## src/sli_pkg.sv

```systemverilog
// shared types and constants of the sorted list block
// no dependencies
`default_nettype none

package sli_pkg;

	localparam int DEF_CAPACITY = 16;
	localparam int VAL_W = 32;

	typedef enum logic [1:0] {
		OP_INSERT = 2'd0,
		OP_DELETE = 2'd1,
		OP_DUMP   = 2'd2
	} op_t;

	typedef enum logic [2:0] {
		ST_INSERTED  = 3'd0,
		ST_FULL      = 3'd1,
		ST_DELETED   = 3'd2,
		ST_NOT_FOUND = 3'd3,
		ST_ENTRY     = 3'd4,
		ST_EMPTY     = 3'd5
	} status_t;

	typedef enum logic [3:0] {
		S_IDLE,
		S_INS_RD,
		S_INS_CMP,
		S_INS_PUT,
		S_DEL_RD,
		S_DEL_CMP,
		S_DMP_RD,
		S_DMP_OUT,
		S_RESP
	} state_t;

	typedef struct packed {
		logic gt;
		logic eq;
	} cmp_t;

	typedef struct packed {
		status_t          status;
		logic [VAL_W-1:0] item;
		logic             last;
	} res_t;

endpackage

`default_nettype wire

```

## src/sli_cmp.sv

```systemverilog
// shared signed comparator: operand against a stored entry
// depends on sli_pkg
`default_nettype none

module sli_cmp (
	input  wire logic [sli_pkg::VAL_W-1:0] a,
	input  wire logic [sli_pkg::VAL_W-1:0] b,
	output sli_pkg::cmp_t                  res
);

	assign res.gt = $signed(a) > $signed(b);
	assign res.eq = (a == b);

endmodule

`default_nettype wire

```

## src/sli_table.sv

```systemverilog
// entry store: one write port, one read port with registered data
// depends on sli_pkg
`default_nettype none

module sli_table #(
	parameter int DEPTH = sli_pkg::DEF_CAPACITY,
	parameter int AW    = $clog2(DEPTH)
) (
	input  wire logic                        clk,
	input  wire logic                        we,
	input  wire logic [AW-1:0]               waddr,
	input  wire logic [sli_pkg::VAL_W-1:0]   wdata,
	input  wire logic                        re,
	input  wire logic [AW-1:0]               raddr,
	output logic      [sli_pkg::VAL_W-1:0]   rdata
);

	logic [sli_pkg::VAL_W-1:0] mem [DEPTH];
	logic [sli_pkg::VAL_W-1:0] rdata_q;

	always_ff @(posedge clk) begin
		if (we) begin
			mem[waddr] <= wdata;
		end
		if (re) begin
			rdata_q <= mem[raddr];
		end
	end

	assign rdata = rdata_q;

endmodule

`default_nettype wire

```

## src/sli_seq.sv

```systemverilog
// sequencer: walks the table one entry per read, shifting entries with the
// shared comparator; depends on sli_pkg and sli_cmp
`default_nettype none

module sli_seq #(
	parameter int CAPACITY = sli_pkg::DEF_CAPACITY,
	parameter int AW       = $clog2(CAPACITY),
	parameter int CW       = $clog2(CAPACITY + 1)
) (
	input  wire logic                      clk,
	input  wire logic                      arst_n,
	input  wire logic                      in_valid,
	output logic                           in_ready,
	input  wire logic [1:0]                in_op,
	input  wire logic [sli_pkg::VAL_W-1:0] in_value,
	output logic                           we,
	output logic      [AW-1:0]             waddr,
	output logic      [sli_pkg::VAL_W-1:0] wdata,
	output logic                           re,
	output logic      [AW-1:0]             raddr,
	input  wire logic [sli_pkg::VAL_W-1:0] rdata,
	output logic                           res_valid,
	output sli_pkg::res_t                  res,
	input  wire logic                      res_take
);

	sli_pkg::state_t  state_q, state_d;
	sli_pkg::status_t status_q, status_d;
	logic [sli_pkg::VAL_W-1:0] value_q, value_d;
	logic [AW-1:0] idx_q, idx_d;
	logic [CW-1:0] count_q, count_d;
	logic          found_q, found_d;
	logic          last_pos;
	sli_pkg::cmp_t cmp;

	sli_cmp u_cmp (
		.a   (value_q),
		.b   (rdata),
		.res (cmp)
	);

	assign last_pos = (CW'(idx_q) == count_q - CW'(1));

	always_ff @(posedge clk or negedge arst_n) begin
		if (!arst_n) begin
			state_q <= sli_pkg::S_IDLE;
			count_q <= '0;
		end else begin
			state_q <= state_d;
			count_q <= count_d;
		end
	end

	always_ff @(posedge clk) begin
		status_q <= status_d;
		value_q  <= value_d;
		idx_q    <= idx_d;
		found_q  <= found_d;
	end

	always_comb begin
		state_d    = state_q;
		status_d   = status_q;
		value_d    = value_q;
		idx_d      = idx_q;
		count_d    = count_q;
		found_d    = found_q;
		in_ready   = 1'b0;
		we         = 1'b0;
		waddr      = idx_q + AW'(1);
		wdata      = rdata;
		re         = 1'b0;
		raddr      = idx_q;
		res_valid  = 1'b0;
		res.status = status_q;
		res.item   = '0;
		res.last   = 1'b1;
		case (state_q)
			sli_pkg::S_IDLE: begin
				in_ready = 1'b1;
				if (in_valid) begin
					value_d = in_value;
					found_d = 1'b0;
					idx_d   = '0;
					case (in_op)
						sli_pkg::OP_INSERT: begin
							if (count_q == CW'(CAPACITY)) begin
								status_d = sli_pkg::ST_FULL;
								state_d  = sli_pkg::S_RESP;
							end else if (count_q == '0) begin
								we       = 1'b1;
								waddr    = '0;
								wdata    = in_value;
								count_d  = count_q + CW'(1);
								status_d = sli_pkg::ST_INSERTED;
								state_d  = sli_pkg::S_RESP;
							end else begin
								// walk down from the top entry
								idx_d   = AW'(count_q - CW'(1));
								state_d = sli_pkg::S_INS_RD;
							end
						end
						sli_pkg::OP_DELETE: begin
							if (count_q == '0) begin
								status_d = sli_pkg::ST_NOT_FOUND;
								state_d  = sli_pkg::S_RESP;
							end else begin
								state_d = sli_pkg::S_DEL_RD;
							end
						end
						sli_pkg::OP_DUMP: begin
							if (count_q == '0) begin
								status_d = sli_pkg::ST_EMPTY;
								state_d  = sli_pkg::S_RESP;
							end else begin
								state_d = sli_pkg::S_DMP_RD;
							end
						end
						default: begin
							state_d = sli_pkg::S_IDLE;
						end
					endcase
				end
			end
			sli_pkg::S_INS_RD: begin
				re      = 1'b1;
				state_d = sli_pkg::S_INS_CMP;
			end
			sli_pkg::S_INS_CMP: begin
				we = 1'b1;
				if (cmp.gt) begin
					// slot found just above this entry
					wdata    = value_q;
					count_d  = count_q + CW'(1);
					status_d = sli_pkg::ST_INSERTED;
					state_d  = sli_pkg::S_RESP;
				end else if (idx_q == '0) begin
					state_d = sli_pkg::S_INS_PUT;
				end else begin
					idx_d   = idx_q - AW'(1);
					state_d = sli_pkg::S_INS_RD;
				end
			end
			sli_pkg::S_INS_PUT: begin
				we       = 1'b1;
				waddr    = '0;
				wdata    = value_q;
				count_d  = count_q + CW'(1);
				status_d = sli_pkg::ST_INSERTED;
				state_d  = sli_pkg::S_RESP;
			end
			sli_pkg::S_DEL_RD: begin
				re      = 1'b1;
				state_d = sli_pkg::S_DEL_CMP;
			end
			sli_pkg::S_DEL_CMP: begin
				// once the match is passed, every later entry moves down one
				if (found_q) begin
					we    = 1'b1;
					waddr = idx_q - AW'(1);
				end else if (cmp.eq) begin
					found_d = 1'b1;
				end
				if (last_pos) begin
					if (found_q || cmp.eq) begin
						count_d  = count_q - CW'(1);
						status_d = sli_pkg::ST_DELETED;
					end else begin
						status_d = sli_pkg::ST_NOT_FOUND;
					end
					state_d = sli_pkg::S_RESP;
				end else begin
					idx_d   = idx_q + AW'(1);
					state_d = sli_pkg::S_DEL_RD;
				end
			end
			sli_pkg::S_DMP_RD: begin
				re      = 1'b1;
				state_d = sli_pkg::S_DMP_OUT;
			end
			sli_pkg::S_DMP_OUT: begin
				res_valid  = 1'b1;
				res.status = sli_pkg::ST_ENTRY;
				res.item   = rdata;
				res.last   = last_pos;
				if (res_take) begin
					if (last_pos) begin
						state_d = sli_pkg::S_IDLE;
					end else begin
						idx_d   = idx_q + AW'(1);
						state_d = sli_pkg::S_DMP_RD;
					end
				end
			end
			sli_pkg::S_RESP: begin
				res_valid = 1'b1;
				if (res_take) begin
					state_d = sli_pkg::S_IDLE;
				end
			end
			default: begin
				state_d = sli_pkg::S_IDLE;
			end
		endcase
	end

endmodule

`default_nettype wire

```

## src/sorted_list_insert_delete.sv

```systemverilog
// Sorted table of signed 32-bit values, ascending, up to CAPACITY entries.
// Input channel s_axis: tuser carries the operation (insert, delete, dump),
// tdata the value. Output channel m_axis: tuser carries the status, tdata
// the entry during a dump (zero otherwise), tlast marks the final result of
// an operation. Insert and delete give one result, dump one per entry or a
// single empty result; operation code 3 is taken and gives nothing.
// One item at a time: s_axis_tready is high only while the sequencer idles.
// Each table step of an insert or delete is a read of the entry store followed
// by a compare in the shared comparator; a dump step reads an entry and hands
// it out. Full, empty or not-found cases with nothing to walk give their result
// straight from idle, without reading the entry store.
// A result lands in an output register, so the next item is taken while it
// still waits. A stalled receiver holds the output and, during a dump, the
// walk. Reset empties the table (fill count to zero); the stored words are
// not cleared and never read before being written.
// depends on sli_pkg, sli_seq, sli_table, sli_cmp
`default_nettype none

module sorted_list_insert_delete #(
	parameter int CAPACITY = sli_pkg::DEF_CAPACITY
) (
	input  wire logic        clk,
	input  wire logic        arst_n,
	input  wire logic        s_axis_tvalid,
	output logic             s_axis_tready,
	input  wire logic [31:0] s_axis_tdata,  // value
	input  wire logic [1:0]  s_axis_tuser,  // operation
	output logic             m_axis_tvalid,
	input  wire logic        m_axis_tready,
	output logic      [31:0] m_axis_tdata,  // item
	output logic      [2:0]  m_axis_tuser,  // status
	output logic             m_axis_tlast
);

	localparam int AW = $clog2(CAPACITY);

	logic                      we, re;
	logic [AW-1:0]             waddr, raddr;
	logic [sli_pkg::VAL_W-1:0] wdata, rdata;
	logic                      res_valid, res_take;
	sli_pkg::res_t             res;
	logic                      out_valid_q;
	sli_pkg::res_t             out_res_q;

	sli_seq #(
		.CAPACITY (CAPACITY)
	) u_seq (
		.clk       (clk),
		.arst_n    (arst_n),
		.in_valid  (s_axis_tvalid),
		.in_ready  (s_axis_tready),
		.in_op     (s_axis_tuser),
		.in_value  (s_axis_tdata),
		.we        (we),
		.waddr     (waddr),
		.wdata     (wdata),
		.re        (re),
		.raddr     (raddr),
		.rdata     (rdata),
		.res_valid (res_valid),
		.res       (res),
		.res_take  (res_take)
	);

	sli_table #(
		.DEPTH (CAPACITY)
	) u_table (
		.clk   (clk),
		.we    (we),
		.waddr (waddr),
		.wdata (wdata),
		.re    (re),
		.raddr (raddr),
		.rdata (rdata)
	);

	// output register frees as it is taken
	assign res_take = res_valid && (!out_valid_q || m_axis_tready);

	always_ff @(posedge clk or negedge arst_n) begin
		if (!arst_n) begin
			out_valid_q <= 1'b0;
		end else if (res_take) begin
			out_valid_q <= 1'b1;
		end else if (m_axis_tready) begin
			out_valid_q <= 1'b0;
		end
	end

	always_ff @(posedge clk) begin
		if (res_take) begin
			out_res_q <= res;
		end
	end

	assign m_axis_tvalid = out_valid_q;
	assign m_axis_tdata  = out_res_q.item;
	assign m_axis_tuser  = out_res_q.status;
	assign m_axis_tlast  = out_res_q.last;

endmodule

`default_nettype wire

```

## config.mk

```make
export PLATFORM = sky130hd
export DESIGN_NAME = sorted_list_insert_delete
export DESIGN_NICKNAME = d
export VERILOG_FILES = /design/src/sli_pkg.sv /design/src/sli_cmp.sv /design/src/sli_table.sv /design/src/sli_seq.sv /design/src/sorted_list_insert_delete.sv
export SDC_FILE = /design/constraint.sdc
export NUM_CORES = 1
export LEC_CHECK = 0
export ABC_CLOCK_PERIOD_IN_PS = 5900
export BUFFER_PORTS_ARGS = -buffer_cell sky130_fd_sc_hd__buf_2
export CORE_UTILIZATION = 45
export DETAILED_ROUTE_END_ITERATION = 12
export PLACE_DENSITY = 0.69
export SYNTH_ARGS = -nofsm -noshare
export SYNTH_HDL_FRONTEND = slang
export SYNTH_SLANG_ARGS = --single-unit
```

## constraint.sdc

```tcl
create_clock -name clk -period 5.9 [get_ports clk]
set_clock_uncertainty 0.15 [all_clocks]
set_input_delay 0.295 -clock clk [delete_from_list [all_inputs] [get_ports clk]]
set_output_delay 0.295 -clock clk [all_outputs]
set_load 0.02 [all_outputs]
```

* Word level (Yosys, flattened, before mapping)
Memory sizes are Yosys's and may differ from the RTL's. A register that Yosys moved wholly into a read port is not among the register bits.
Index checks and enable logic that the tools add are counted.
** Storage, ports and cells
- Bits of input ports :: 38
- Word-level logic and storage cells :: 134
- Bits in registers :: 86
- Memory bits (writable) :: 512
- Output and inout bits :: 38
- Memories :: 1
** Memories
- u_table.mem :: words 16, width 32, rd ports 1, clocked after memory_dff 1, write ports 1, RTL line sli_table.sv:18 : logic [sli_pkg::VAL_W-1:0] mem [DEPTH];
** Operators by class
- $lt $le $gt $ge :: 1
- Equal/unequal tests :: 28
- Add/sub/neg operators :: 4
- Multiplexer cells :: 69
- Reductions and logical operators :: 21
** Operators with widths (number)
- $mux 32 :: 5
- $pmux 32 s3 :: 1
- $mux 4 :: 22
- $pmux 4 s9 :: 1
- $mux 5 :: 7
- $eq 32x32->1 :: 1
- $gt 32x32->1 :: 1
- $mux 3 :: 8
- $pmux 4 s3 :: 2
- $pmux 5 s4 :: 1
- $eq 4x3->1 const B :: 4
- $mux 1 :: 16
- $pmux 4 s4 :: 1
- $reduce_and 8->1 :: 2
- $ne 2x2->1 const B :: 7
- $pmux 3 s4 :: 1
- $pmux 3 s3 :: 1
- $eq 4x2->1 const B :: 2
- $logic_not 4->1 :: 2
- $ne 2x1->1 const B :: 4
- $reduce_bool 4->1 :: 2
- $ne 3x2->1 const B :: 2
- $add 5x1->5 const B :: 1
- $eq 4x5->1 :: 1
- other kinds (24) :: 28

* Depth between registers and ports, before layout
Gate-level depths: netlist of run 1.
- Depth after elaboration :: 8
- Gate-level depth with buffers :: 11
- Mapped depth without buffers :: 10

* By module
From an unflattened synthesis of run 1, not the netlist that was laid out.
** Unflattened totals
- Cell total of the unflattened synthesis :: 1369
- Area total of the unflattened synthesis :: 25577.0 um^2
** By module, submodules not included
- sli_table :: area an instance 20155.6 um^2, sequential area each 16335.7 um^2, cells an instance 838, instances 1
- sli_seq :: area an instance 3474.6 um^2, sequential area each 1426.4 um^2, cells an instance 377, instances 1
- sorted_list_insert_delete :: area an instance 1124.8 um^2, sequential area each 1106.1 um^2, cells an instance 40, instances 1
- sli_cmp :: area an instance 822.0 um^2, sequential area each 0.0 um^2, cells an instance 114, instances 1

* Worst setup path before layout of run 1
OpenSTA, ideal clock, no wires.
- Kind :: reg-to-reg
- From :: register u_seq.state_q[1]
- To :: memory u_table.mem[13][0] (netlist name), enable pin
- Required time :: 5.289 ns
- Cell stages (with the launch flop) :: 11
- Library setup time :: 0.461 ns
- Period minus slack after synthesis :: 4.812 ns
- Slack :: 1.088 ns
- Arrival time :: 4.200 ns
- Buffers on the path :: 2
- Cell sequence :: dfrtp_1 -> buf_2 -> or4_1 -> clkbuf_1 -> inv_2 -> o21ai_2 -> o21ai_2 -> inv_1 -> o221ai_1 -> o21ai_1 -> nor3_1
** On the way
- Cells in the longest elaborated chain, start to end :: 5
- Elaborated cells on any way between the ends :: 9
- Classes of those cells :: eq/ne (3); mux (4); reduce/logical (2)
** Ends and longest elaborated chain
- start: declaration :: RTL line sli_seq.sv:27 : sli_pkg::state_t state_q, state_d;
- start signal: assignment :: RTL line sli_seq.sv:46 : state_q <= sli_pkg::S_IDLE;
- start signal: assignment :: RTL line sli_seq.sv:49 : state_q <= state_d;
- $eq 4x2->1 :: RTL line sli_seq.sv:78 : case (state_q)
- $reduce_or 2->1 (no line)
- $pmux 1 s3 :: RTL line sli_seq.sv:78
- $mux 1 :: RTL line sli_table.sv:22 : if (we) begin
- $mux 1 (implied by the code) :: RTL line sli_table.sv:23 : mem[waddr] <= wdata;
- end: declaration :: RTL line sli_table.sv:18
Several ways; a longest one is shown, not always the timed one.

* Worst setup path after layout of run 1
- From :: register u_table.rdata_q, in the netlist u_table.rdata[15] (read register of u_table.mem)
- To :: memory u_table.mem[7][19] (netlist name), data pin
** On the way
- Cells in the longest elaborated chain, start to end :: 3
** Ends and longest elaborated chain
- start: declaration :: RTL line sli_table.sv:19 : logic [sli_pkg::VAL_W-1:0] rdata_q;
- $gt 32x32->1 :: RTL line sli_cmp.sv:11 : assign res.gt = $signed(a) > $signed(b);
- $mux 32 :: RTL line sli_seq.sv:131 : if (cmp.gt) begin
- $pmux 32 s3 :: RTL line sli_seq.sv:78
- named net u_seq.wdata (one bit) :: RTL line sli_seq.sv:18 : output logic [sli_pkg::VAL_W-1:0] wdata,
The timed path passes the listed nets, and every way through them passes these cells.

==> summary.md, run 1 <==
The worst IR drop on VDD was 315 uV; the slew at the pin closest to its max-slew limit was 1.27 ns. The minimum period implied by the final worst setup slack is 4.50 ns. Sorting the synthesized cells by area gives the leading types as sky130_fd_sc_hd__edfxtp_1, sky130_fd_sc_hd__mux4_2, sky130_fd_sc_hd__ha_1. In the routed design, unresolved DRC markers number 0.

The run finished with clean final reports. Of the post-synthesis cell area, the part taken by muxes is 14.1%. Routability-driven placement finished with a final weighted congestion of 0.874.

Across all hold checks on the routed design, the worst slack comes to 0.0493 ns. Once layout is complete, the utilization of the core stands at 52.8%. After detailed routing, the average wire length per cell comes to 27.0 um. Setup repair after global routing left no endpoint under its margin. In the global route stage, overall resource usage came out at 21.5%. Counting flops with a built-in enable in the synthesized netlist gives 620.

Of the total synthesized cell area, the portion taken by AND, OR, NAND and NOR gates is 3.86%. The final clock period utilization by the worst path was 76.2%; the clock-pin slew reported for the worst setup and hold paths after clock tree synthesis was 0.07 ns. The compound-cell area share of the yosys netlist is 3.39%.

The worst path setup slack after routing was 1.40 ns; the violation count after the first detailed-route iteration was 1,909. Across the run, the number of max-cap violations was 0. The async set or reset register ratio after synthesis was 1.59%. The minimum setup slack among reg-to-reg paths was 1.40 ns; the number of cells upsized or downsized after cts was 0. The core region area is 55,500 um^2, and the die footprint is 57,600 um^2. The data required time at the worst endpoint is 6.11 ns. The master cell of the clock root buffer was sky130_fd_sc_hd__clkbuf_16. The tools report the placed wire-length estimate after detailed placement as 35.0 mm. The final route contains 13,200 vias. CTS built an H-tree with a depth of 2.

The most common flop cell mapped by yosys was sky130_fd_sc_hd__edfxtp_1. STA puts the critical path data arrival time at 4.70 ns. The worst setup path is launched from a flop.

The netlist uses 59 different library cells. Once the floorplan was initialized, standard cells occupied 45.9% of the core. The proportion of netlist area held by the largest area contributor was 73.1%. The type of the setup path with the least slack was reg2reg. Entering global routing, the biggest net connects 73 pins. In the routed layout, each cell is associated on average with a via count of 5.95.

The later pin in the worst-skew pair is clocked with a latency of 0.64 ns. Counting every sink on the clock net gives 630. The setup total negative slack is 0 ns, and the power per standard cell area is 547 nW/um^2. Sequential cells were found to cover 74.1% of the synthesized design area.

Summing internal, switching and leakage power gives 16.0 mW. The area growth from synthesis to layout is 15.2%. After synthesis, the most frequently instantiated cells are sky130_fd_sc_hd__edfxtp_1, sky130_fd_sc_hd__mux4_2, sky130_fd_sc_hd__inv_1. In this run the deepest clock path goes through 3 buffers. Counting every instance in the synthesized netlist gives 1,286.

During synthesis, Yosys emitted a total of 0 warnings. The first-pass iteration count of the detailed router is 6, and the number of antenna violations at the first check in global routing is 0. The maximum fanout count along the critical path is 32, and the minimum setup slack after placement is 1.50 ns.

The static leakage is 9.80 nW. Buffers placed on the I/O ports in this run total 75. The adder and majority gate portion of the synthesized area is 2.06%, and the combined area of all synthesized cells is 25,500 um^2. Leading area contributor after synthesis: sky130_fd_sc_hd__edfxtp_1.

The logs give 15.4% for the remaining max-slew budget at the tightest pin and 0 for the final hold violation count. The floorplan die width was 240 um; the filler-free cell count of the finished design was 2,226. Antenna diode count: 0.

The total nets after synthesis was 1,366; the number of primary I/O pins was 76. Of the total synthesized cell area, the portion taken by XOR and XNOR cells is 0.442%. The tools report the final standard cell area without fillers as 29,300 um^2. For this run, the post-layout net count is 1,508.

Setup violations remaining at the end of the flow were counted as 0. The main combinational cell family by area after synthesis was multiplexers. The detail route stage leaves a number of antenna-violating nets equal to 0.

The path type of the worst min-delay path is in2reg. The tools report the via count of the first global-routing pass as 13,400. Counting the buffers created by CTS gives 60. The leading cell type by number of instances after synthesis is sky130_fd_sc_hd__edfxtp_1. For the number of slew-limit violations in the final report, the log shows 0. The routed design has 60.2 mm of wire. TritonCTS built the clock tree.

The average footprint of a synthesized cell was 19.8 um^2. The tools report the first-pass GRT wire length as 89.1 mm. The y dimension of the die is 240 um, and the maximum clock frequency is 222 MHz. The run gives 2,079 as the cell count after placement. Ratio of cells with drive above 1 in the final layout: 27.1%. For the site row count, the log shows 86. The placed cell area came out at 27,000 um^2.

The worst setup path is captured at a flop. Summed over all layers, the global routing overflow is 0. Synthesis inferred 630 register bits.
-- what timing repair did --
action                                 in CTS  in global routing
endpoints found under the hold margin      47                  0
hold buffers                               35                  0
setup endpoints to repair                   0                  0
buffers inserted                            0                  0
-- cell type report --
class	instances	area [um^2]
Sequential cell	630	18900
Clock inverter	37	413
Inverter	64	240
Clock buffer	75	1600
Multi-Input combinational cell	525	6230
Tap cell	748	936
Fill cell	4332	26200
Timing Repair Buffer	147	1040
-- layout by cell type, fill, tap and decap left out, types with 9 or more instances in the layout --
| cell | instances |
|---|---|
| sky130_fd_sc_hd__a21oi_1 | 27 |
| sky130_fd_sc_hd__a222oi_1 | 21 |
| sky130_fd_sc_hd__a22oi_1 | 11 |
| sky130_fd_sc_hd__and3_1 | 36 |
| sky130_fd_sc_hd__buf_2 | 75 |
| sky130_fd_sc_hd__buf_4 | 34 |
| sky130_fd_sc_hd__clkbuf_1 | 13 |
| sky130_fd_sc_hd__clkbuf_16 | 62 |
| sky130_fd_sc_hd__clkinv_2 | 11 |
| sky130_fd_sc_hd__dfrtp_1 | 10 |
| sky130_fd_sc_hd__dlygate4sd3_1 | 35 |
| sky130_fd_sc_hd__edfxtp_1 | 620 |
| sky130_fd_sc_hd__ha_1 | 42 |
| sky130_fd_sc_hd__inv_1 | 63 |
| sky130_fd_sc_hd__mux4_2 | 160 |
| sky130_fd_sc_hd__nand2_1 | 57 |
| sky130_fd_sc_hd__nand3_1 | 9 |
| sky130_fd_sc_hd__nand4_1 | 11 |
| sky130_fd_sc_hd__nor2_1 | 17 |
| sky130_fd_sc_hd__nor2_4 | 13 |
| sky130_fd_sc_hd__nor3_1 | 11 |
| sky130_fd_sc_hd__o21ai_0 | 23 |
-- where the power goes --
part / leakage [nW] / switching, mW / internal (mW) / total [mW]
Sequential: 5.74 / 0.352 / 6.66 / 7.01
Combinational: 3.09 / 3.24 / 1.83 / 5.07
Clock: 0.969 / 1.67 / 2.27 / 3.95
-- per-layer routing --
layer | vias to the layer above | track usage (%) | wire (um)
li1 | 5587 | - | -
met1 | 6922 | 31.5 | 26000
met2 | 627 | 32.8 | 28100
met3 | 112 | 3.80 | 4490
met4 | 0 | 7.16 | 1600
met5 | - | 0 | 0
-- kinds of logic after synthesis --
family	Yosys count
DFF	630
adders and majority gates	42
xor gates and xnor gates	12
muxes	160
buffers and inverters	131
AOI/OAI and AO/OA	120
and+or+nand+nor	191
-- path summary, 6_finish.rpt --
kind                                              from                       endpoint  cells past startpoint
setup / recovery           u_table.rdata[15]$_DFFE_PP_   u_table.mem[7][19]$_DFFE_PP_                      9
hold / removal                         s_axis_tuser[1]    u_seq.status_q[2]$_DFFE_PP_                      3
setup reg to reg           u_table.rdata[15]$_DFFE_PP_   u_table.mem[7][19]$_DFFE_PP_                      9
hold reg to reg            u_seq.status_q[2]$_DFFE_PP_  m_axis_tuser[2]$_SDFFCE_PP1P_                      1
max in group asynchronous                       arst_n   u_seq.state_q[2]$_DFFE_PN0P_                      3
min in group asynchronous                       arst_n   u_seq.count_q[0]$_DFFE_PN0P_                      3
-- critical path: stages (launching register included) --
cell and delay, ns:
sky130_fd_sc_hd__edfxtp_1 0.37, sky130_fd_sc_hd__inv_1 0.06, sky130_fd_sc_hd__ha_1 0.31, sky130_fd_sc_hd__nand4_1 0.27, sky130_fd_sc_hd__a2111oi_0 0.64, sky130_fd_sc_hd__o31ai_1 0.22
sky130_fd_sc_hd__a211o_1 0.44, sky130_fd_sc_hd__a21oi_4 1.01, sky130_fd_sc_hd__a222oi_1 0.22, sky130_fd_sc_hd__inv_1 0.51
-- sequential cells by signal, summed over array words and instances, names as in the netlist --
signal / flops
m_axis_tuser: 3
u_seq.found_q: 1
u_table.rdata: 32
m_axis_tvalid: 1
m_axis_tlast: 1
u_seq.count_q: 5
m_axis_tdata: 32
u_seq.status_q: 3
u_seq.state_q: 4
u_table.mem: 512
u_seq.raddr: 4
u_seq.value_q: 32
(Power assumes the default switching activity.)
==> run 2: changes to the inputs <==
--- a/config.mk
+++ b/config.mk
@@ -5,7 +5,7 @@
 export SDC_FILE = /design/constraint.sdc
 export NUM_CORES = 1
 export LEC_CHECK = 0
-export ABC_CLOCK_PERIOD_IN_PS = 5900
+export ABC_CLOCK_PERIOD_IN_PS = 4460
 export BUFFER_PORTS_ARGS = -buffer_cell sky130_fd_sc_hd__buf_2
 export CORE_UTILIZATION = 45
 export DETAILED_ROUTE_END_ITERATION = 12
==> constraint.sdc (replaced) <==
create_clock -name clk -period 4.46 [get_ports clk]
set_clock_uncertainty 0.15 [all_clocks]
set_input_delay 0.223 -clock clk [delete_from_list [all_inputs] [get_ports clk]]
set_output_delay 0.223 -clock clk [all_outputs]
set_load 0.02 [all_outputs]
==> summary.md, run 2 (synthesized netlist as in run 1, its figures left out) <==
The tools report the TritonCTS buffer count as 67 (+12%). Most common cell after layout, fill and taps aside: sky130_fd_sc_hd__edfxtp_1. The logs give 1,529 (+1.4%) for the final-stage net count and 0 (unchanged) for the number of slew-limit violations in the final report.

The core region area was 55,500 um^2 (unchanged); the maximum fanout count along the critical path was 31 (-3.1%). The die footprint came out at 57,600 um^2 (unchanged). Clock latency reported for the late side of the worst-skew pair: 0.60 ns (-0.04 ns).

The logs give 0 (unchanged) for the final hold violation count and 0 (unchanged) for the number of antenna violations at the first check in global routing. The power per standard cell area was 718 nW/um^2 (+31%). The routability-driven placement congestion ratio came out at 0.905 (+3.6%). The final core utilization was 53.3% (+0.46 points); the detailed-route vias per instance was 6.00 (+0.90%). The violation count after the first detailed-route iteration came out at 1,567 (-18%). The routed wire length was 60.6 mm (+0.77%); the slew at the pin closest to its max-slew limit was 1.13 ns (-0.135 ns). The run finished with clean final reports.

The tools report the master cell of the clock root buffer as sky130_fd_sc_hd__clkbuf_16. The data required time at the worst endpoint is 4.63 ns (-1.48 ns), and the sum of internal, switching and leakage power is 21.2 mW (+33%). The element type at the critical path start is a flop. The final clock period utilization by the worst path was 91.6% (+15 points). For the count of unresolved DRC violations after routing, the log shows 0 (unchanged). The total global routing overflow is 0 (unchanged). The tools report the total global routing track utilization as 21.6% (+0.074 points).

The routed length per placed instance works out to 27.0 um (-0.13%). TritonCTS built the clock tree. The depth of the CTS H-tree was 3 (+1). For the arrival time of the worst setup path, the log shows 4.25 ns (-0.45 ns). The maximum clock path buffer count was 3 (unchanged).

Minimum period implied by the final worst setup slack: 4.09 ns (-0.408 ns). The run gives 24.5% (+9.1 points) as the remaining max-slew budget at the tightest pin. The static leakage came out at 9.93 nW (+1.4%).

The number of nets with antenna violations after routing was 0 (unchanged). The floorplan die width came out at 240 um (unchanged). The maximum number of pins on one net before global-route repair is 133 (+82%). The run gives 8 (+2) as the first-pass iteration count of the detailed router. The antenna diode count is 0 (unchanged).

In the layout the commonest cells are sky130_fd_sc_hd__edfxtp_1, sky130_fd_sc_hd__mux4_2, sky130_fd_sc_hd__buf_2. The tools report the setup violation total in the final timing report as 0 (unchanged). For the maximum clock frequency, the log shows 245 MHz (+10%). Setup repair after global routing left no endpoint under its margin. The overall via count from detail_route was 13,500 (+1.8%). The logs give 0 (unchanged) for the setup fix buffers added after clock tree synthesis and 630 (unchanged) for the clock sink count. The count of max-cap constraint violations was 0 (unchanged).

The first-pass GRT wire length was 88.8 mm (-0.33%). For the effective utilization at floorplan, the log shows 45.9% (unchanged). The port buffer count was 75 (unchanged); the ratio of cells with drive above 1 in the final layout was 27.5% (+0.44 points). The flip-flop count of the largest register, all copies and words added was 512 (unchanged); the site row count was 86 (unchanged). The via count of the first global-routing pass was 13,500 (+1.4%).

The path type of the worst min-delay path was in2reg. The tools report the number of primary I/O pins as 76 (unchanged). Y dimension of the die: 240 um (unchanged). The critical path endpoint category was a flop. u_table.mem holds more flip-flops than any other register.

The clock-pin slew reported for the worst setup and hold paths after clock tree synthesis was 0.06 ns (about the same); the setup total negative slack was 0 ns (unchanged). From synthesis to final layout, the design area changed by 16.2%. The run gives 33.5 mm (-4.3%) as the placed wire-length estimate after detailed placement.

Type of the setup path with the least slack: reg2reg. The tools report the worst IR drop on VDD as 557 uV (+77%).
## run 2: path summary, 6_finish.rpt
path | startpoint | to | slack (ns) | depth (start not counted)
min reg2reg | u_seq.status_q[2]$_DFFE_PP_ | m_axis_tuser[2]$_SDFFCE_PP1P_ | 0.36 | 1
min | s_axis_tvalid | u_seq.state_q[1]$_DFFE_PN0P_ | 0.06 | 3
max reg2reg | u_table.rdata[24]$_DFFE_PP_ | u_table.mem[6][30]$_DFFE_PP_ | 0.37 | 10
max in group asynchronous | arst_n | u_seq.state_q[3]$_DFFE_PN0P_ | 3.31 | 3
max | u_table.rdata[24]$_DFFE_PP_ | u_table.mem[6][30]$_DFFE_PP_ | 0.37 | 10
min in group asynchronous | arst_n | u_seq.count_q[3]$_DFFE_PN0P_ | 0.50 | 3
## run 2: what timing repair did
item | CTS | global route
resized for setup | 0 | 0
endpoints found under the hold margin | 49 | 0
hold buffers | 37 | 0
## run 2: worst max-delay path: stages, from the launching register on
cell	delay, ns
sky130_fd_sc_hd__edfxtp_1	0.43
sky130_fd_sc_hd__inv_1	0.07
sky130_fd_sc_hd__ha_1	0.28
sky130_fd_sc_hd__nand4_1	0.17
sky130_fd_sc_hd__nor4_1	0.64
sky130_fd_sc_hd__o31ai_1	0.23
sky130_fd_sc_hd__a211o_1	0.47
sky130_fd_sc_hd__a21oi_4	0.22
sky130_fd_sc_hd__buf_4	0.48
sky130_fd_sc_hd__a222oi_1	0.21
sky130_fd_sc_hd__inv_1	0.43
## run 2: metrics by stage
stage	setup slack, ns	area (um^2)	cells	hold slack (ns)
after global routing	0.237	29600	2246	0.0858
after detailed placement	0.504	27100	2091	-0.0385
after CTS	0.512	29600	2246	0.0116
after floorplan	-0.352	25500	1286	-0.223
final	0.372	29600	2246	0.0588
after global placement	0.567	27100	2091	-0.0495
## run 2: layout make-up
type                            count  area, um^2
Multi-Input combinational cell    525        6230
Clock inverter                     31         245
Clock buffer                       87        1830
Timing Repair Buffer              161        1240
Inverter                           64         240
Fill cell                        4296       25900
Tap cell                          748         936
Sequential cell                   630       18900
## run 2: power breakdown
group | switching, mW | total [mW] | internal [mW]
Clock | 2.24 | 5.26 | 3.02
Sequential | 0.418 | 9.23 | 8.81
Combinational | 4.28 | 6.76 | 2.49
## run 2: routing by layer
metal / share of wire, % / up-vias / track usage, %
met4: 2.0 / 0 / 6.06
met2: 49 / 650 / 35.1
met1: 41 / 7122 / 30.3
met3: 7.6 / 82 / 3.52
li1: - / 5633 / -
met5: 0 / - / 0
==> run 3: changes to the inputs <==
--- a/config.mk
+++ b/config.mk
@@ -7,9 +7,10 @@
 export LEC_CHECK = 0
 export ABC_CLOCK_PERIOD_IN_PS = 4460
 export BUFFER_PORTS_ARGS = -buffer_cell sky130_fd_sc_hd__buf_2
-export CORE_UTILIZATION = 45
+export CORE_UTILIZATION = 55
 export DETAILED_ROUTE_END_ITERATION = 12
-export PLACE_DENSITY = 0.69
+export PLACE_DENSITY = 0.8
 export SYNTH_ARGS = -nofsm -noshare
 export SYNTH_HDL_FRONTEND = slang
 export SYNTH_SLANG_ARGS = --single-unit
+export TNS_END_PERCENT = 20
==> summary.md, run 3 (synthesized netlist as in run 1, its figures left out) <==
The worst hold endpoint is u_seq.status_q[1]$_DFFE_PP_. The run gives 4.32 ns (+0.07 ns) as the arrival time of the worst setup path. Number of cells upsized or downsized after cts: 0 (unchanged). In this run the worst hold path is classified as in2reg. The number of antenna violations at the first check in global routing came out at 2 (+2).

The filler-free cell count of the finished design came out at 2,086 (-7.1%). The source of the worst hold timing path was s_axis_tuser[0]. Maximum clock path buffer count: 3 (unchanged). The floorplan die width was 217 um (-9.5%); the number of cells on the worst hold path was 3 (unchanged). The flow ran to the end, and the final reports show no timing, DRC or antenna violations. For the setup violation total in the final timing report, the log shows 0 (unchanged).

The routability-driven placement congestion ratio was 0.877 (-3.1%). The tools report the final hold slack as 0.0593 ns (+0.000520 ns). For the total global routing overflow, the log shows 0 (unchanged). The clock sink count was 630 (unchanged); the final-stage net count was 1,518 (-0.72%). In the layout the commonest cells are sky130_fd_sc_hd__edfxtp_1, sky130_fd_sc_hd__mux4_2, sky130_fd_sc_hd__buf_2. The clock-pin slew reported for the worst setup and hold paths after clock tree synthesis works out to 0.06 ns (about the same).

The routed wire length came out at 60.7 mm (about the same). The synthesis-to-layout area growth was 14.6%. The site row count was 78 (-9.3%). Tracing the worst setup path back leads to its startpoint at u_table.rdata[5]$_DFFE_PP_. Core region area: 45,500 um^2 (-18%). Traced cell by cell, the critical path runs through inv_1, ha_1, nand4_1, a2111oi_0, o31ai_1, a211oi_2, o211ai_1, buf_4, a222oi_1, inv_1. Setup repair after global routing left no endpoint under its margin. By startpoint and endpoint, the worst setup path is classified as reg2reg.

The worst stage delay on the critical path came out at 0.57 ns (-0.07 ns). Final clock period utilization by the worst path: 94.5% (+2.8 points). Depth of the CTS H-tree: 2 (-1).

The number of nets with antenna violations after routing is 0 (unchanged), and the y dimension of the die is 217 um (-9.5%). The run gives 0 (unchanged) as the final hold violation count. The run gives 9.80 nW (-1.3%) as the static leakage. The ratio of cells with drive above 1 in the final layout came out at 27.2% (-0.30 points).

The slowest stage of the critical path belongs to the cell sky130_fd_sc_hd__a2111oi_0. The tools report the critical register-to-register path endpoint as u_table.mem[15][6]$_DFFE_PP_. The detailed-route vias per instance was 6.59 (+9.8%).

The run gives 90.0 mm (+1.3%) as the first-pass GRT wire length. The maximum fanout count along the critical path was 17 (-45%). The cell count of the worst reg-to-reg path is 10 (unchanged).

The routed length per placed instance is 29.1 um (+7.8%). The most common cell after layout, fill and taps aside was sky130_fd_sc_hd__edfxtp_1. The most flop-heavy register is u_table.mem. The maximum clock frequency came out at 237 MHz (-3.0%). The remaining max-slew budget at the tightest pin is 30.0% (+5.5 points), and the violation count after the first detailed-route iteration is 1,702 (+8.6%). The total of hold buffers inserted after clock tree synthesis came out at 36 (-2.7%). The tools report the first-pass iteration count of the detailed router as 6 (-2). The tools report the data required time at the worst endpoint as 4.57 ns (-0.06 ns). The run gives 76 (unchanged) as the number of primary I/O pins. TritonCTS built the clock tree.

For the cell count after placement, the log shows 1,941 (-7.2%). The overall via count from detail_route is 13,800 (+2.0%), and the power per standard cell area is 723 nW/um^2 (+0.63%). The tools report the register cell area after layout as 18,900 um^2 (unchanged).

Number of fillers in the final layout: 2,964 (-31%). The via count of the first global-routing pass was 14,000 (+3.5%). The tools report the total global routing track utilization as 26.4% (+4.8 points). The port buffer count works out to 75 (unchanged). The tools report the minimum setup slack among reg-to-reg paths as 0.25 ns (-0.13 ns). The clock latency reported for the late side of the worst-skew pair came out at 0.62 ns (+0.02 ns).

The master cell of the clock root buffer was sky130_fd_sc_hd__clkbuf_16. The TritonCTS buffer count is 59 (-12%), and the number of slew-limit violations in the final report is 0 (unchanged). The worst IR drop on VDD came out at 425 uV (-24%). Beginning of the worst register-to-register path: u_table.rdata[5]$_DFFE_PP_. In this design, the largest share of critical-path delay is due to compound AO/OA/AOI/OAI gates.

Multi-input gate area in the final layout: 6230 um^2 (about the same). STA classifies the critical path startpoint as a flop. The count of max-cap constraint violations is 0 (unchanged). Cell type with the highest occurrence count on the critical path: sky130_fd_sc_hd__inv_1. The effective utilization at floorplan was 56.0% (+10 points). The placed wire-length estimate after detailed placement is 34.6 mm (+3.3%), and the count of buffer and inverter cells on the critical path is 3 (unchanged).

The flip-flop count of the largest register, all copies and words added was 512 (unchanged). The slew at the pin closest to its max-slew limit was 1.05 ns (-0.0811 ns). STA classifies the critical path endpoint as a flop.

The minimum period implied by the final worst setup slack was 4.21 ns (+0.125 ns); the maximum number of pins on one net before global-route repair was 71 (-47%). The run gives 0 (unchanged) as the count of unresolved DRC violations after routing. The setup fix buffers added after clock tree synthesis is 0 (unchanged). The die footprint is 47,200 um^2 (-18%).
-- run 3: cell types whose count changed in the layout (fill, tap and decap cells not counted), sizes merged, moves of 2 or more --
cell / before / now
clkinvlp: 2 / 9
buf: 124 / 122
clkinv: 25 / 17
clkbuf: 87 / 72
bufinv: 2 / 7
-- run 3: worst max path at each step --
stage	slack, ns	cells past startpoint	end
6_report	0.25	10	u_table.mem[15][6]$_DFFE_PP_
5_1_grt	0.05	10	u_table.mem[5][19]$_DFFE_PP_
3_3_place_gp	0.37	10	u_table.mem[10][19]$_DFFE_PP_
4_1_cts	0.27	10	u_table.mem[6][19]$_DFFE_PP_
2_1_floorplan	-0.35	10	u_table.mem[13][0]$_DFFE_PP_
3_5_place_dp	0.30	10	u_table.mem[9][19]$_DFFE_PP_
-- run 3: cell type report --
type / instances / share of cell area (%)
Antenna cell: 1 / 0.00857
Clock buffer: 72 / 5.23
Clock inverter: 36 / 1.29
Inverter: 64 / 0.823
Multi-Input combinational cell: 525 / 21.4
Sequential cell: 630 / 64.7
Tap cell: 600 / 2.57
Timing Repair Buffer: 158 / 4.07
-- run 3: worst reg2reg max path: stages (launching register included) --
cell and delay, ns:
sky130_fd_sc_hd__edfxtp_1 0.45, sky130_fd_sc_hd__inv_1 0.12, sky130_fd_sc_hd__ha_1 0.39, sky130_fd_sc_hd__nand4_1 0.23, sky130_fd_sc_hd__a2111oi_0 0.57, sky130_fd_sc_hd__o31ai_1 0.23
sky130_fd_sc_hd__a211oi_2 0.39, sky130_fd_sc_hd__o211ai_1 0.30, sky130_fd_sc_hd__buf_4 0.34, sky130_fd_sc_hd__a222oi_1 0.37, sky130_fd_sc_hd__inv_1 0.33
-- run 3: where the power goes --
group,leakage [nW],switching [mW],internal (mW)
Clock,0.902,2.14,2.84
Sequential,5.74,0.422,8.81
Combinational,3.16,4.38,2.50
Total,9.80,6.94,14.1
-- run 3: metrics by stage --
stage	TNS, ns	worst slack [ns]	utilization, %	cell area, um^2	total power, mW
5_1_grt	0	0.0468	64.2	29200	21.9
3_5_place_dp	0	0.300	59.2	26900	16.1
6_report	0	0.247	64.2	29200	21.1
2_1_floorplan	-44.99	-0.352	-	25500	13.8
4_1_cts	0	0.274	64.2	29200	21.1
3_3_place_gp	0	0.368	59.2	26900	15.8
-- run 3: layer usage --
| layer | share of wire (%) | global-route usage, % | vias up |
|---|---|---|---|
| met4 | 2.8 | 8.92 | 2 |
| li1 | - | - | 5606 |
| met3 | 10 | 5.28 | 134 |
| met1 | 38 | 36.3 | 7079 |
| met5 | 0.021 | 0 | - |
| met2 | 49 | 42.7 | 930 |
